### src/rtl/core/lrdc_pkg.sv
// Shared constants and types of the low-pass rate damping controller.
`timescale 1ns / 1ps

package lrdc_pkg;

	localparam int REG_W        = 31;
	localparam int CFG_ADDR_W   = 3;
	localparam int RATE_W       = 32;
	localparam int DT_W         = 16;
	localparam int OUT_W        = 32;
	localparam int DT_FRAC_BITS = 16;

	localparam int UMUL_W      = 32;
	localparam int DIGIT_W     = 4;
	localparam int DIGITS_FULL = UMUL_W / DIGIT_W;
	localparam int DIGITS_DT   = DT_W / DIGIT_W;
	localparam int CNT_W       = $clog2(DIGITS_FULL);

	typedef enum logic [CFG_ADDR_W-1:0] {
		REG_CUTOFF       = 3'd0,
		REG_ROLL_FORCE   = 3'd1,
		REG_ROLL_TORQUE  = 3'd2,
		REG_PITCH_FORCE  = 3'd3,
		REG_PITCH_TORQUE = 3'd4,
		REG_FILT_WEIGHT  = 3'd5,
		REG_RAW_WEIGHT   = 3'd6
	} cfg_reg_t;

	typedef enum logic [2:0] {
		STEP_XDOT   = 3'd0,
		STEP_XNEW   = 3'd1,
		STEP_FILT   = 3'd2,
		STEP_FWT    = 3'd3,
		STEP_SUM    = 3'd4,
		STEP_FORCE  = 3'd5,
		STEP_TORQUE = 3'd6
	} step_t;

endpackage

### src/rtl/core/lowpass_rate_damping_controller_top.sv
// Low-pass rate damping controller built around one digit-serial multiplier.
//
// Usage: configuration registers are written through cfg_wr_en, cfg_addr and
// cfg_wdata while the block is idle. An input item carries the roll rate, the
// pitch rate and the time step; it is taken when in_valid and in_ready are both
// high. Each item produces exactly one result item with the two damping forces
// and the two damping torques, offered on out_valid until out_ready takes it.
// All work goes through one shared multiplier that consumes the unsigned
// operand four bits per cycle. Each multiply runs through operand load, the
// digit steps and the shift and saturate stage; the time step multiply steps
// only through the digits of delta_t. Fourteen multiplies per item run one
// after another, and in_ready stays low until the result moves to the output.
// A new item is accepted while the previous result still waits at the output.
// When the receiver stalls, the finished result of the next item is held inside
// until the output register frees up. Reset clears both filter states, loads the
// register defaults and empties the output register.
`timescale 1ns / 1ps

module lowpass_rate_damping_controller_top
	import lrdc_pkg::*;
#(
	parameter int DATA_WIDTH = 32,
	parameter int FRAC_BITS  = 16
) (
	input  logic                         clk,
	input  logic                         arst_n,
	input  logic                         cfg_wr_en,
	input  logic [CFG_ADDR_W-1:0]        cfg_addr,
	input  logic [REG_W-1:0]             cfg_wdata,
	input  logic                         in_valid,
	output logic                         in_ready,
	input  logic signed [RATE_W-1:0]     roll_rate,
	input  logic signed [RATE_W-1:0]     pitch_rate,
	input  logic [DT_W-1:0]              delta_t,
	output logic                         out_valid,
	input  logic                         out_ready,
	output logic signed [OUT_W-1:0]      force_x,
	output logic signed [OUT_W-1:0]      force_y,
	output logic signed [OUT_W-1:0]      torque_roll,
	output logic signed [OUT_W-1:0]      torque_pitch
);

	localparam int DW = DATA_WIDTH;
	localparam int BW = ((DW > RATE_W) ? DW : RATE_W) + 1;
	localparam int PW = BW + UMUL_W;
	localparam int PARTW = BW + DIGIT_W + 1;

	localparam logic signed [PW-1:0] P_DW_MAX  = {{(PW-DW+1){1'b0}}, {(DW-1){1'b1}}};
	localparam logic signed [PW-1:0] P_DW_MIN  = ~P_DW_MAX;
	localparam logic signed [PW-1:0] P_OUT_MAX = {{(PW-OUT_W+1){1'b0}}, {(OUT_W-1){1'b1}}};
	localparam logic signed [PW-1:0] P_OUT_MIN = ~P_OUT_MAX;
	localparam logic signed [BW:0]   S_DW_MAX  = {{(BW-DW+2){1'b0}}, {(DW-1){1'b1}}};
	localparam logic signed [BW:0]   S_DW_MIN  = ~S_DW_MAX;

	typedef enum logic [2:0] {
		S_IDLE,
		S_LOAD,
		S_MUL,
		S_SHIFT,
		S_APPLY,
		S_FINISH
	} state_t;

	state_t                   state_q;
	step_t                    step_q;
	logic                     axis_q;
	logic [CNT_W-1:0]         cnt_q;
	logic                     dt_op_q;
	logic                     out_op_q;
	logic                     out_valid_q;

	logic [REG_W-1:0]         cutoff_q;
	logic [REG_W-1:0]         roll_kv_q;
	logic [REG_W-1:0]         roll_kw_q;
	logic [REG_W-1:0]         pitch_kv_q;
	logic [REG_W-1:0]         pitch_kw_q;
	logic [REG_W-1:0]         filt_wt_q;
	logic [REG_W-1:0]         raw_wt_q;

	logic signed [DW-1:0]     x_roll_q;
	logic signed [DW-1:0]     x_pitch_q;

	logic signed [RATE_W-1:0] roll_q;
	logic signed [RATE_W-1:0] pitch_q;
	logic [DT_W-1:0]          dt_q;
	logic [UMUL_W-1:0]        u_q;
	logic signed [BW-1:0]     b_q;
	logic signed [PW-1:0]     acc_q;
	logic signed [BW-1:0]     prod_q;
	logic signed [DW-1:0]     tmp_q;
	logic signed [DW-1:0]     fwt_q;
	logic signed [OUT_W-1:0]  fx_q;
	logic signed [OUT_W-1:0]  fy_q;
	logic signed [OUT_W-1:0]  tr_q;
	logic signed [OUT_W-1:0]  tp_q;
	logic signed [OUT_W-1:0]  force_x_q;
	logic signed [OUT_W-1:0]  force_y_q;
	logic signed [OUT_W-1:0]  torque_roll_q;
	logic signed [OUT_W-1:0]  torque_pitch_q;

	logic                     in_acc;
	logic                     out_load;
	logic signed [RATE_W-1:0] rate_cur;
	logic signed [DW-1:0]     x_cur;
	logic signed [BW-1:0]     rate_ext;
	logic signed [BW-1:0]     x_ext;
	logic signed [BW-1:0]     tmp_ext;
	logic [UMUL_W-1:0]        u_sel;
	logic signed [BW-1:0]     b_sel;
	logic                     dt_sel;
	logic                     out_sel;
	logic [DIGIT_W-1:0]       digit;
	logic signed [PARTW-1:0]  part;
	logic signed [PW-1:0]     acc_nxt;
	logic signed [PW-1:0]     shifted;
	logic signed [PW-1:0]     clamped;
	logic signed [BW:0]       sum_xdot;
	logic signed [BW:0]       sum_xnew;
	logic signed [BW:0]       sum_wt;
	logic signed [DW-1:0]     xdot_sat;
	logic signed [DW-1:0]     xnew_sat;
	logic signed [DW-1:0]     wt_sat;

	function automatic logic signed [DW-1:0] sat_dw(input logic signed [BW:0] v);
		logic signed [BW:0] c;
		begin
			if (v > S_DW_MAX) begin
				c = S_DW_MAX;
			end else if (v < S_DW_MIN) begin
				c = S_DW_MIN;
			end else begin
				c = v;
			end
			return c[DW-1:0];
		end
	endfunction

	assign in_ready     = (state_q == S_IDLE);
	assign in_acc       = in_valid && in_ready;
	assign out_load     = (state_q == S_FINISH) && (!out_valid_q || out_ready);
	assign out_valid    = out_valid_q;
	assign force_x      = force_x_q;
	assign force_y      = force_y_q;
	assign torque_roll  = torque_roll_q;
	assign torque_pitch = torque_pitch_q;

	assign rate_cur = axis_q ? pitch_q : roll_q;
	assign x_cur    = axis_q ? x_pitch_q : x_roll_q;
	assign rate_ext = {{(BW-RATE_W){rate_cur[RATE_W-1]}}, rate_cur};
	assign x_ext    = {{(BW-DW){x_cur[DW-1]}}, x_cur};
	assign tmp_ext  = {{(BW-DW){tmp_q[DW-1]}}, tmp_q};

	always_comb begin
		u_sel   = {1'b0, cutoff_q};
		b_sel   = x_ext;
		dt_sel  = 1'b0;
		out_sel = 1'b0;
		unique case (step_q)
			STEP_XDOT: begin
				u_sel = {1'b0, cutoff_q};
				b_sel = x_ext;
			end
			STEP_XNEW: begin
				u_sel  = {dt_q, {(UMUL_W-DT_W){1'b0}}};
				b_sel  = tmp_ext;
				dt_sel = 1'b1;
			end
			STEP_FILT: begin
				u_sel = {1'b0, cutoff_q};
				b_sel = tmp_ext;
			end
			STEP_FWT: begin
				u_sel = {1'b0, filt_wt_q};
				b_sel = tmp_ext;
			end
			STEP_SUM: begin
				u_sel = {1'b0, raw_wt_q};
				b_sel = rate_ext;
			end
			STEP_FORCE: begin
				u_sel   = {1'b0, (axis_q ? pitch_kv_q : roll_kv_q)};
				b_sel   = -tmp_ext;
				out_sel = 1'b1;
			end
			STEP_TORQUE: begin
				u_sel   = {1'b0, (axis_q ? pitch_kw_q : roll_kw_q)};
				b_sel   = -rate_ext;
				out_sel = 1'b1;
			end
			default: begin
				u_sel = {1'b0, cutoff_q};
				b_sel = x_ext;
			end
		endcase
	end

	assign digit   = u_q[UMUL_W-1 -: DIGIT_W];
	assign part    = b_q * $signed({1'b0, digit});
	assign acc_nxt = (acc_q <<< DIGIT_W) + {{(PW-PARTW){part[PARTW-1]}}, part};
	assign shifted = dt_op_q ? (acc_q >>> DT_FRAC_BITS) : (acc_q >>> FRAC_BITS);

	always_comb begin
		if (out_op_q) begin
			if (shifted > P_OUT_MAX) begin
				clamped = P_OUT_MAX;
			end else if (shifted < P_OUT_MIN) begin
				clamped = P_OUT_MIN;
			end else begin
				clamped = shifted;
			end
		end else begin
			if (shifted > P_DW_MAX) begin
				clamped = P_DW_MAX;
			end else if (shifted < P_DW_MIN) begin
				clamped = P_DW_MIN;
			end else begin
				clamped = shifted;
			end
		end
	end

	assign sum_xdot = {rate_ext[BW-1], rate_ext} - {prod_q[BW-1], prod_q};
	assign sum_xnew = {x_ext[BW-1], x_ext} + {prod_q[BW-1], prod_q};
	assign sum_wt   = {{(BW-DW+1){fwt_q[DW-1]}}, fwt_q} + {prod_q[BW-1], prod_q};
	assign xdot_sat = sat_dw(sum_xdot);
	assign xnew_sat = sat_dw(sum_xnew);
	assign wt_sat   = sat_dw(sum_wt);

	always_ff @(posedge clk or negedge arst_n) begin
		if (!arst_n) begin
			state_q        <= S_IDLE;
			step_q         <= STEP_XDOT;
			axis_q         <= 1'b0;
			cnt_q          <= '0;
			dt_op_q        <= 1'b0;
			out_op_q       <= 1'b0;
			out_valid_q    <= 1'b0;
			cutoff_q       <= REG_W'(65536);
			roll_kv_q      <= '0;
			roll_kw_q      <= '0;
			pitch_kv_q     <= '0;
			pitch_kw_q     <= '0;
			filt_wt_q      <= REG_W'(65536);
			raw_wt_q       <= REG_W'(65536);
			x_roll_q       <= '0;
			x_pitch_q      <= '0;
			force_x_q      <= '0;
			force_y_q      <= '0;
			torque_roll_q  <= '0;
			torque_pitch_q <= '0;
		end else begin
			if (cfg_wr_en) begin
				unique case (cfg_addr)
					REG_CUTOFF:       cutoff_q   <= cfg_wdata;
					REG_ROLL_FORCE:   roll_kv_q  <= cfg_wdata;
					REG_ROLL_TORQUE:  roll_kw_q  <= cfg_wdata;
					REG_PITCH_FORCE:  pitch_kv_q <= cfg_wdata;
					REG_PITCH_TORQUE: pitch_kw_q <= cfg_wdata;
					REG_FILT_WEIGHT:  filt_wt_q  <= cfg_wdata;
					REG_RAW_WEIGHT:   raw_wt_q   <= cfg_wdata;
					default: begin
					end
				endcase
			end

			if (out_valid_q && out_ready && !out_load) begin
				out_valid_q <= 1'b0;
			end

			unique case (state_q)
				S_IDLE: begin
					if (in_valid) begin
						axis_q  <= 1'b0;
						step_q  <= STEP_XDOT;
						state_q <= S_LOAD;
					end
				end
				S_LOAD: begin
					dt_op_q  <= dt_sel;
					out_op_q <= out_sel;
					cnt_q    <= dt_sel ? CNT_W'(DIGITS_DT - 1) : CNT_W'(DIGITS_FULL - 1);
					state_q  <= S_MUL;
				end
				S_MUL: begin
					cnt_q <= cnt_q - 1'b1;
					if (cnt_q == '0) begin
						state_q <= S_SHIFT;
					end
				end
				S_SHIFT: begin
					state_q <= S_APPLY;
				end
				S_APPLY: begin
					if (step_q == STEP_XNEW) begin
						if (axis_q) begin
							x_pitch_q <= xnew_sat;
						end else begin
							x_roll_q <= xnew_sat;
						end
					end
					if (step_q == STEP_TORQUE) begin
						step_q <= STEP_XDOT;
						if (axis_q) begin
							state_q <= S_FINISH;
						end else begin
							axis_q  <= 1'b1;
							state_q <= S_LOAD;
						end
					end else begin
						step_q  <= step_t'(step_q + 3'd1);
						state_q <= S_LOAD;
					end
				end
				S_FINISH: begin
					if (out_load) begin
						force_x_q      <= fx_q;
						force_y_q      <= fy_q;
						torque_roll_q  <= tr_q;
						torque_pitch_q <= tp_q;
						out_valid_q    <= 1'b1;
						state_q        <= S_IDLE;
					end
				end
				default: begin
					state_q <= S_IDLE;
				end
			endcase
		end
	end

	always_ff @(posedge clk) begin
		if (in_acc) begin
			roll_q  <= roll_rate;
			pitch_q <= pitch_rate;
			dt_q    <= delta_t;
		end
		if (state_q == S_LOAD) begin
			u_q   <= u_sel;
			b_q   <= b_sel;
			acc_q <= '0;
		end
		if (state_q == S_MUL) begin
			acc_q <= acc_nxt;
			u_q   <= u_q << DIGIT_W;
		end
		if (state_q == S_SHIFT) begin
			prod_q <= clamped[BW-1:0];
		end
		if (state_q == S_APPLY) begin
			unique case (step_q)
				STEP_XDOT:   tmp_q <= xdot_sat;
				STEP_XNEW:   tmp_q <= xnew_sat;
				STEP_FILT:   tmp_q <= prod_q[DW-1:0];
				STEP_FWT:    fwt_q <= prod_q[DW-1:0];
				STEP_SUM:    tmp_q <= wt_sat;
				STEP_FORCE: begin
					if (axis_q) begin
						fx_q <= prod_q[OUT_W-1:0];
					end else begin
						fy_q <= prod_q[OUT_W-1:0];
					end
				end
				STEP_TORQUE: begin
					if (axis_q) begin
						tp_q <= prod_q[OUT_W-1:0];
					end else begin
						tr_q <= prod_q[OUT_W-1:0];
					end
				end
				default: begin
				end
			endcase
		end
	end

endmodule

### config.mk
export PLATFORM = sky130hd
export DESIGN_NAME = lowpass_rate_damping_controller_top
export DESIGN_NICKNAME = d
export VERILOG_FILES = /design/src/rtl/core/lrdc_pkg.sv /design/src/rtl/core/lowpass_rate_damping_controller_top.sv
export SDC_FILE = /design/constraint.sdc
export NUM_CORES = 2
export LEC_CHECK = 0
export ABC_CLOCK_PERIOD_IN_PS = 15000
export BUFFER_PORTS_ARGS = -buffer_cell sky130_fd_sc_hd__clkbuf_2
export CAP_MARGIN = 20
export CORE_ASPECT_RATIO = 1.4
export CORE_MARGIN = 10
export CORE_UTILIZATION = 50
export DETAILED_ROUTE_END_ITERATION = 10
export PLACE_DENSITY_LB_ADDON = 0.08
export SKIP_CTS_REPAIR_TIMING = 1
export SLEW_MARGIN = 20
export SYNTH_ARGS = -nofsm -noshare
export SYNTH_HDL_FRONTEND = slang
export SYNTH_SLANG_ARGS = --single-unit
### constraint.sdc
create_clock -name clk -period 15 [get_ports clk]
set_input_delay 3 -clock clk [delete_from_list [all_inputs] [get_ports clk]]
set_output_delay 3 -clock clk [all_outputs]
set_load 0.05 [all_outputs]
==> key figures <==
Floorplan
  • Io pins: 249
  • Core Rows: 136
  • DIE WIDTH: 285 um
  • Initial core utilization: between 50% and 60%
  • Die ar.: 112000 sq um
  • Die Span Y: just under 400 um
  • Core ar.: 98000 sq um

Critical path
  • WP buf/inv: 3
  • Reg2reg setup slack: 5980 ps
  • Crit path depth: 27
  • Critical path's most frequent cell: ha_1
  • Slowest CP cell: edfxtp_1
  • Startpoint types: flip-flop
  • Worst Path Required: 15420 ps
  • Largest delay share family, worst path: compound AO/OA/AOI/OAI gates
  • FF-to-FF End: acc_q[61]
  • CP max stage delay: approximately 980 ps
  • Critical Path Source: u_q[30]
  • Worst-path fanout max: 35
  • CP Capture Type: flip-flop
  • FF-to-FF Start: u_q[30]
  • Critical Path Sink: acc_q[61]
  • R2R cell count: 27
  • Critical Setup Path Class: reg -> reg
  • CP arrival: 9440 ps

Final layout
  • Fillers: between 8000 and 9000
  • Sequential cell area: 23500 sq um
  • Final nets: ~5200
  • Post-route insts no fill: 6111
  • Final instance area: 55000 sq um
  • Most frequent cells in the layout: 431 x edfxtp_1, 415 x dfrtp_1, 387 x mux2_2
  • Most common cell after layout, fill and taps aside: edfxtp_1
  • Multi-input gate area: approximately 24000 sq um
  • Layout cell share with drive strength beyond 1: 19.0%
  • Area grow syn2layout: 11.6%

Detailed routing
  • Pre-Repair DR Iteration Count: 6
  • WL per Instance: between 20 and 25 um
  • Final WL: roughly 140000 um
  • Routed Antenna Nets: 0
  • Drt drc: 0
  • Detailed Route Iter0 Violations: 3138
  • Via count: 36600
  • Vias per cell: 5.99

Hold path
  • Tightest Hold Check Type: reg -> reg

CTS
  • Total CTS buffers: 87
  • Clock latency on the worst-skew pair: 700 ps
  • Clock Sink Count: 855
  • Root Buffer: clkbuf_16
  • CTS tree: yes
  • Clock Tree Buf Depth: 3
  • Clock transition at path regs: roughly 70 ps
  • H-tree levels: 3

Place
  • Placer Congestion: 0.940
  • IO buf count: around 250
  • DP HPWL: 104000 um
  • Place WS: 6170 ps
  • DP Cell Count: 5943
  • Dpl cell area: approximately 52000 sq um

STA
  • Fmax: 0.111 GHz
  • Slack of the critical path: 5980 ps
  • Slew @ Worst Pin: 1070 ps
  • Hold WS: 455 ps
  • Final Skew: 27.9 ps
  • Fin. max-slew vios: 0
  • Hold Vio Cnt, Final: 0
  • Period utilization: 60.1%
  • # setup viols final: 0
  • Fin crit period: roughly 9000 ps
  • Setup TNS Final: 0 ps
  • Slew HR: 28.7%
  • RSZ-0062 raised after global routing: no

Synth
  • Seq/Total Area, Yosys: 47.7%
  • Syn. warnings: 0
  • Library cells used by synthesis: 95
  • EDFF count, synth: 431
  • Synthesized area per cell: 10.9 sq um
  • Synth Cell Area: 49300 sq um
  • Flops & latches, synth: 855
  • Syn_nets: 4978
  • Post-Synthesis Cells: 4543
  • Primary FF master, synth: edfxtp_1
  • Asr flop ratio synth: 49.1%

Run
  • Max-cap violations: 0

Power
  • Max VDD drop: 0.0993 mV
  • P per Cell Area: between 100 and 150 nW/um^2
  • Leak Pwr: between 20 and 25 nW

Status
  • Status: finished clean

Global routing
  • First-pass GRT wire length: 219000 um
  • GRT Total Usage: 25.4%
  • Initial antenna violation count: 5
  • GRT overflow: 0
  • Largest net degree at the start of global routing: 174
  • Vias in the first global route: 36400
through the flow:
stage	utilization [%]	power [W]
global placement	53.0	0.00443
floorplan	-	0.00399
detailed placement	53.1	0.00444
finish	56.1	0.00670
CTS	56.1	0.00673
global route	56.1	0.00701
power by group:
part | total, W | internal, W | switching (W)
clock network | 0.00228 | 0.00130 | 0.000975
registers | 0.00290 | 0.00274 | 0.000165
logic | 0.00151 | 0.000590 | 0.000923
total | 0.00670 | 0.00463 | 0.00206
worst min-delay path by stage:
stage	start	slack (ps)	cells after the start	end
6_report	u_q[1]	460	2	u_q[1]
5_1_grt	fx_q[4]	480	1	force_x[4]
4_1_cts	u_q[1]	460	2	u_q[1]
3_5_place_dp	u_q[1]	440	2	u_q[1]
3_3_place_gp	u_q[0]	430	2	u_q[0]
2_1_floorplan	u_q[0]	420	2	u_q[0]
final cells by class:
cell class | count | area share, %
Antenna cell | 4 | 0.0182
Tap cell | 1311 | 2.98
Clock inverter | 33 | 0.796
Timing Repair Buffer | 319 | 3.30
Sequential cell | 855 | 42.8
Inverter | 251 | 1.72
Clock buffer | 131 | 4.67
Multi-Input combinational cell | 3207 | 43.7
cell usage after synthesis (all sizes together), types with 14 or more instances:
| cell type | instances | area share (%) |
|---|---|---|
| a211oi | 26 | 0.41 |
| a21o | 124 | 1.9 |
| a21oi | 308 | 3.1 |
| a221o | 18 | 0.37 |
| a222oi | 16 | 0.32 |
| a22oi | 35 | 0.53 |
| a31oi | 41 | 0.55 |
| a32oi | 62 | 1.1 |
| and2 | 115 | 1.5 |
| and3 | 32 | 0.41 |
| buf | 38 | 0.36 |
| clkbuf | 192 | 1.5 |
| dfrtp | 417 | 21 |
| edfxtp | 431 | 26 |
| fa | 71 | 2.9 |
| ha | 245 | 6.2 |
| inv | 249 | 1.9 |
| mux2 | 387 | 8.8 |
| mux2i | 69 | 1.4 |
| nand2 | 308 | 2.3 |
| nand2b | 27 | 0.34 |
| nand3 | 54 | 0.55 |
| nand4 | 39 | 0.49 |
| nor2 | 325 | 2.5 |
| nor2b | 22 | 0.28 |
| nor3 | 67 | 0.74 |
| nor3b | 14 | 0.22 |
| nor4 | 15 | 0.20 |
| o211ai | 46 | 0.70 |
| o21a | 24 | 0.37 |
| o21ai | 284 | 2.9 |
| o21bai | 33 | 0.50 |
| o22ai | 25 | 0.33 |
| o31ai | 19 | 0.30 |
| or3 | 15 | 0.20 |
| xnor2 | 124 | 2.2 |
| xor2 | 62 | 1.1 |
state kept, by name, indices dropped and copies added (netlist names), 32 cells and up:
| signal | flops |
|---|---|
| u_q | 32 |
| x_pitch_q | 32 |
| tmp_q | 32 |
| torque_roll | 32 |
| torque_pitch | 32 |
| acc_q | 65 |
| prod_q | 33 |
| x_roll_q | 32 |
| fwt_q | 32 |
| roll_q | 32 |
| tp_q | 32 |
| fx_q | 32 |
| force_x | 32 |
| pitch_q | 32 |
| tr_q | 32 |
| fy_q | 32 |
| b_q | 33 |
| force_y | 32 |
logic make-up (layout without fill, tap and decap cells):
group / after synthesis / after routing / synth area share (%)
other cells: 0 / 4 / 0
fa+ha+maj: 316 / 316 / 9.10
flops: 855 / 855 / 47.7
buf+inv: 481 / 734 / 3.73
mux: 456 / 456 / 10.2
simple gates: 1075 / 1075 / 10.4
compound gates: 1173 / 1173 / 15.4
xor+xnor: 187 / 187 / 3.35
worst reg2reg max path, delay by kind of cell (launching register included):
kind                       cells  cell delay (ps)
xor gates and xnor gates       1              130
adders and majority gates      5             2130
and+or+nand+nor                5             1030
buffers and inverters          3              510
AOI/OAI and AO/OA             13             3970
DFF                            1              980
metal layers:
metal,up-vias,wire [um],global-route usage (%)
met2,1148,71500,44.3
li1,17000,-,-
met3,248,8800,3.86
met1,18200,58400,31.1
met5,-,10,0
met4,2,5390,10.1
No activity file was read; power rests on OpenSTA's default activity.
